$ cat config.mk
export PLATFORM = sky130hd
export DESIGN_NAME = rrs_ctrl
export DESIGN_NICKNAME = d
export VERILOG_FILES = /design/src/sv/resource_reservation_scheduler_defines.svh /design/src/sv/rrs_pkg.sv /design/src/sv/rrs_ctrl.sv
export SDC_FILE = /design/constraint.sdc
export NUM_CORES = 1
export LEC_CHECK = 0
export ABC_AREA = 0
export BUFFER_PORTS_ARGS = -buffer_cell sky130_fd_sc_hd__buf_2
export CAP_MARGIN = 20
export CORE_AREA = 2 2 39 41
export CTS_CLUSTER_DIAMETER = 80
export DETAILED_ROUTE_END_ITERATION = 8
export DIE_AREA = 0 0 41 43
export PLACE_DENSITY_LB_ADDON = 0.08
export SYNTH_ARGS = -nofsm -noshare
export SYNTH_HDL_FRONTEND = slang
export SYNTH_SLANG_ARGS = --single-unit
$ cat constraint.sdc
create_clock -name clk_i -period 1.6 [get_ports clk_i]
set_clock_uncertainty 0.15 [all_clocks]
set_input_delay 0.24 -clock clk_i [delete_from_list [all_inputs] [get_ports clk_i]]
set_output_delay 0.24 -clock clk_i [all_outputs]
set_load 0.005 [all_outputs]
$ cat src/sv/resource_reservation_scheduler_defines.svh
// Assertion macros for the reservation scheduler.
`ifndef RESOURCE_RESERVATION_SCHEDULER_DEFINES_SVH
`define RESOURCE_RESERVATION_SCHEDULER_DEFINES_SVH
`ifndef ASSERT_OFF
`define RRS_ASSERT(label, clk, rst_n, prop) \
  label: assert property (@(posedge clk) disable iff (!rst_n) (prop)) else $error("%m");
`define RRS_ASSERT_NEXT(label, clk, rst_n, ante, cons) \
  label: assert property (@(posedge clk) disable iff (!rst_n) (ante) |=> (cons)) else $error("%m");
`else
`define RRS_ASSERT(label, clk, rst_n, prop)
`define RRS_ASSERT_NEXT(label, clk, rst_n, ante, cons)
`endif
`endif

$ cat src/sv/rrs_pkg.sv
// Shared types and codes of the reservation scheduler.
package rrs_pkg;
  localparam int unsigned MAX_CHANNELS = 8;
  localparam int unsigned MAX_SLOTS = 16;

  localparam logic [1:0] CMD_RESERVE  = 2'd0;
  localparam logic [1:0] CMD_CANCEL   = 2'd1;
  localparam logic [1:0] CMD_COMPLETE = 2'd2;

  localparam logic [2:0] ST_OK        = 3'd0;
  localparam logic [2:0] ST_REGRESS   = 3'd1;
  localparam logic [2:0] ST_FULL      = 3'd2;
  localparam logic [2:0] ST_OVERFLOW  = 3'd3;
  localparam logic [2:0] ST_STALE     = 3'd4;
  localparam logic [2:0] ST_NOT_READY = 3'd5;
  localparam logic [2:0] ST_BAD_ARG   = 3'd6;

  localparam logic [1:0] DISP_SETTLED   = 2'd0;
  localparam logic [1:0] DISP_CANCELLED = 2'd1;
  localparam logic [1:0] DISP_DEFERRED  = 2'd2;
  localparam logic [1:0] DISP_RETAINED  = 2'd3;

  localparam logic [1:0] REG_PIPE  = 2'd0;
  localparam logic [1:0] REG_II    = 2'd1;
  localparam logic [1:0] REG_CHANS = 2'd2;
  localparam logic [1:0] REG_SLOTS = 2'd3;

  localparam int unsigned GEN_BITS = 32;
  localparam int unsigned OWNER_BITS = 32;

  typedef struct packed {
    logic load;
    logic scan_slot;
    logic scan_chan;
    logic calc;
    logic commit;
  } rrs_cmd_t;

  typedef struct packed {
    logic slot_done;
    logic chan_done;
  } rrs_stat_t;
endpackage

$ cat src/sv/rrs_ctrl.sv
// Sequencing controller of the reservation scheduler.
module rrs_ctrl import rrs_pkg::*; (
  input  logic      clk_i,
  input  logic      rst_ni,
  input  logic      start,
  input  logic      is_reserve_i,
  input  rrs_stat_t stat_i,
  output rrs_cmd_t  cmd_o,
  output logic      busy
);
  typedef enum logic [2:0] {
    S_IDLE, S_SLOT, S_CHAN, S_CALC, S_COMMIT, S_RESP
  } state_e;

  state_e state_q;

  always_ff @(posedge clk_i or negedge rst_ni) begin
    if (!rst_ni) begin
      state_q <= S_IDLE;
    end else begin
      case (state_q)
        S_IDLE: if (start) state_q <= is_reserve_i ? S_SLOT : S_COMMIT;
        S_SLOT: if (stat_i.slot_done) state_q <= S_CHAN;
        S_CHAN: if (stat_i.chan_done) state_q <= S_CALC;
        S_CALC: state_q <= S_COMMIT;
        S_COMMIT: state_q <= S_RESP;
        S_RESP: state_q <= S_IDLE;
        default: state_q <= S_IDLE;
      endcase
    end
  end

  always_comb begin
    cmd_o = '0;
    cmd_o.load = (state_q == S_IDLE) && start;
    cmd_o.scan_slot = (state_q == S_SLOT);
    cmd_o.scan_chan = (state_q == S_CHAN);
    cmd_o.calc = (state_q == S_CALC);
    cmd_o.commit = (state_q == S_COMMIT);
  end

  assign busy = (state_q != S_IDLE);
endmodule

==> flow_summary.toml <==
[outcome]
outcome = "complete, no violations"

[yosys]
syn_inst = 25
synth-seq-area-share_pct = 33.5
yosys.area.top_type = "dfrtp_1"
synth_top_cell_area_share_pct = 33.5
ys_seq_elements = 3
synth_fp_nets = 31
synth_warnings = 0
synth.cell_area_um2 = 224
syn_area_per_cell_um2 = 8.96
yosys-top-cells-area = "dfrtp_1 34%, and3b_2 8.9%, a21oi_1 6.7%, nor3b_1 6.7%, nand2b_1 5.6%"
ys_types = 17

[timing]
hold_slack_ns = 0.131
hold_violations = 0
slew_violations = 0
fmax_mhz = 633
setup_viol = 0
min_period_ns = 1.58
fin_crit_sh_pct = 98.7
tightest_slew_ns = 0.241
maxSlewHeadroom_pct = 83.9
rsz0062_at_grt = "true"

[floorplanning]
ios = 12
start_util_pct = 16.2
fp.dieArea_um2 = 1760
die_x_um = 41
coreArea_um2 = 1380
rows = 14
die_y_um = 43

[route]
num_vias = 230
wl_per_cell_um = 9.93
wirelength_um = 566
ant_nets = 0
vias_per_cell = 4.04
dr.pass1.iters = 4
first_iter_violations = 1
drc = 0

[placement]
place_congestion = 0.624
place_hpwl_um = 420
portBuffers = 11

[min_path]
hp-start = "stat_i[1]"
min-delay-path-class = "primary input to flop"

[worst_setup_path]
cp_cell_sequence = "or3_4 > nor2_2 > buf_2"
reg2reg_from = "state_q[1]"
slowest_delay_ns = 0.40
crit_slowest_cell = "or3_4"
critical_path_arrival_ns = 1.19
crit_fanout = 2
critPathKind = "flop to output pin"
reg2reg_slack_ns = 0.33
crit_required_ns = 1.21
start_kind = "flop"
startpoint = "state_q[1]"
cp-end-kind = "output pin"

[clock_tree]
clk_latency_ns = 0.23
clock-root-buffer = "clkbuf_4"
clock-sinks = 3
cts_tree = "done"
h-tree-depth = 1
path_clk_slew_ns = 0.04
cts_buffers = 3
cts_buffer_depth = 2

[cells_and_area]
diodes = 0
largest_reg_flops = 3
most-common-layout-cells = "11 x buf_2, 3 x a21oi_1, 3 x clkbuf_4"
areaGrowthSynthToFinish_pct = 54.7
top_register = "state_q"
final_nets = 48
mostFrequentLayoutCell = "buf_2"
top_regs = "state_q x3"
drive_gt1_share_pct = 58.5

[power_and_ir_drop]
vdd_drop_max_v = 0.000509
power.density_nw_per_um2 = 1890
power_uw = 656
p_leak_nw = 0.174

[global_route]
overflow = 0
antenna_found_initial = 0
grt_max_degree = 10
gr-usage-all-layers_pct = 9.46
grt_pass1_wl_mm = 1.08
grt_pass1_vias = 251

[run]
maxCapViolations = 0
-- per-stage QoR --
step	utilization [%]	TNS (ns)	instance area (µm²)	std cells	worst slack (ns)
after global routing	25.0	-0.0502	347	57	-0.0502
after floorplan	-	0	224	25	0.252
after detailed placement	21.0	0	290	51	0.218
final	25.0	0	347	57	0.0202
after global placement	21.0	0	290	51	0.230
after CTS	24.2	-0.00900	335	57	-0.00900
-- final timing paths --
check,to,depth (start not counted)
hold reg to reg,state_q[1],2
setup / recovery,cmd_o[4],3
max in group asynchronous,state_q[2],2
min in group asynchronous,state_q[1],2
setup reg to reg,state_q[0],4
hold / removal,state_q[1],3
-- metal layers --
metal | vias up | part of all wire, % | GRT usage, %
li1 | 115 | - | -
met1 | 106 | 46 | 12.0
met2 | 9 | 46 | 11.9
met3 | 0 | 8.0 | 5.24
met4 | 0 | 0 | 6.00
met5 | - | 0 | 0
-- synth_stat cells, drive strengths merged --
cell type	count
nor2b	1
o21ai	1
and3b	2
nand3b	1
buf	2
dfrtp	3
nand2b	2
or3	1
nor2	3
inv	1
and2	1
nor3b	2
o32ai	1
a21oi	3
clkbuf	1
-- final cells by class --
| cell class | count | area, µm² |
|---|---|---|
| sequential | 3 | 76.3 |
| fill | 167 | 1040 |
| timing repair buffer | 15 | 91.3 |
| tap | 16 | 20.0 |
| multi-input combinational | 18 | 129 |
| inverter | 1 | 3.75 |
| clock buffer | 4 | 26.3 |
-- critical path, delay by kind of cell, from the launching register on --
kind	cells	cell delay, ns
and+or+nand+nor	2	0.47
DFF	1	0.38
buffers and inverters	1	0.11
-- power breakdown --
part           switching [mW]  internal [mW]  leakage [nW]  total, mW
Sequential             0.0258          0.115        0.0371      0.141
Clock                  0.0415         0.0936        0.0150      0.135
Combinational           0.171          0.209         0.122      0.380
Total                   0.238          0.418         0.174      0.656
-- timing repair --
| action | 4_1_cts | 5_1_grt |
|---|---|---|
| endpoints found under the setup margin | 1 | 3 |
| pin swaps | 1 | 1 |
| gates resized for setup | 1 | 3 |
| hold buffers | 1 | 0 |
| hold endpoints to repair | 3 | 0 |
| buffers inserted | 1 | 0 |
-- cells by family after synthesis --
logic type             synth area share, %
AOI/OAI and AO/OA                     12.8
and+or+nand+nor                       41.3
DFF                                   33.5
buffers and inverters                 12.3
Power figures use the tool's default switching activity.
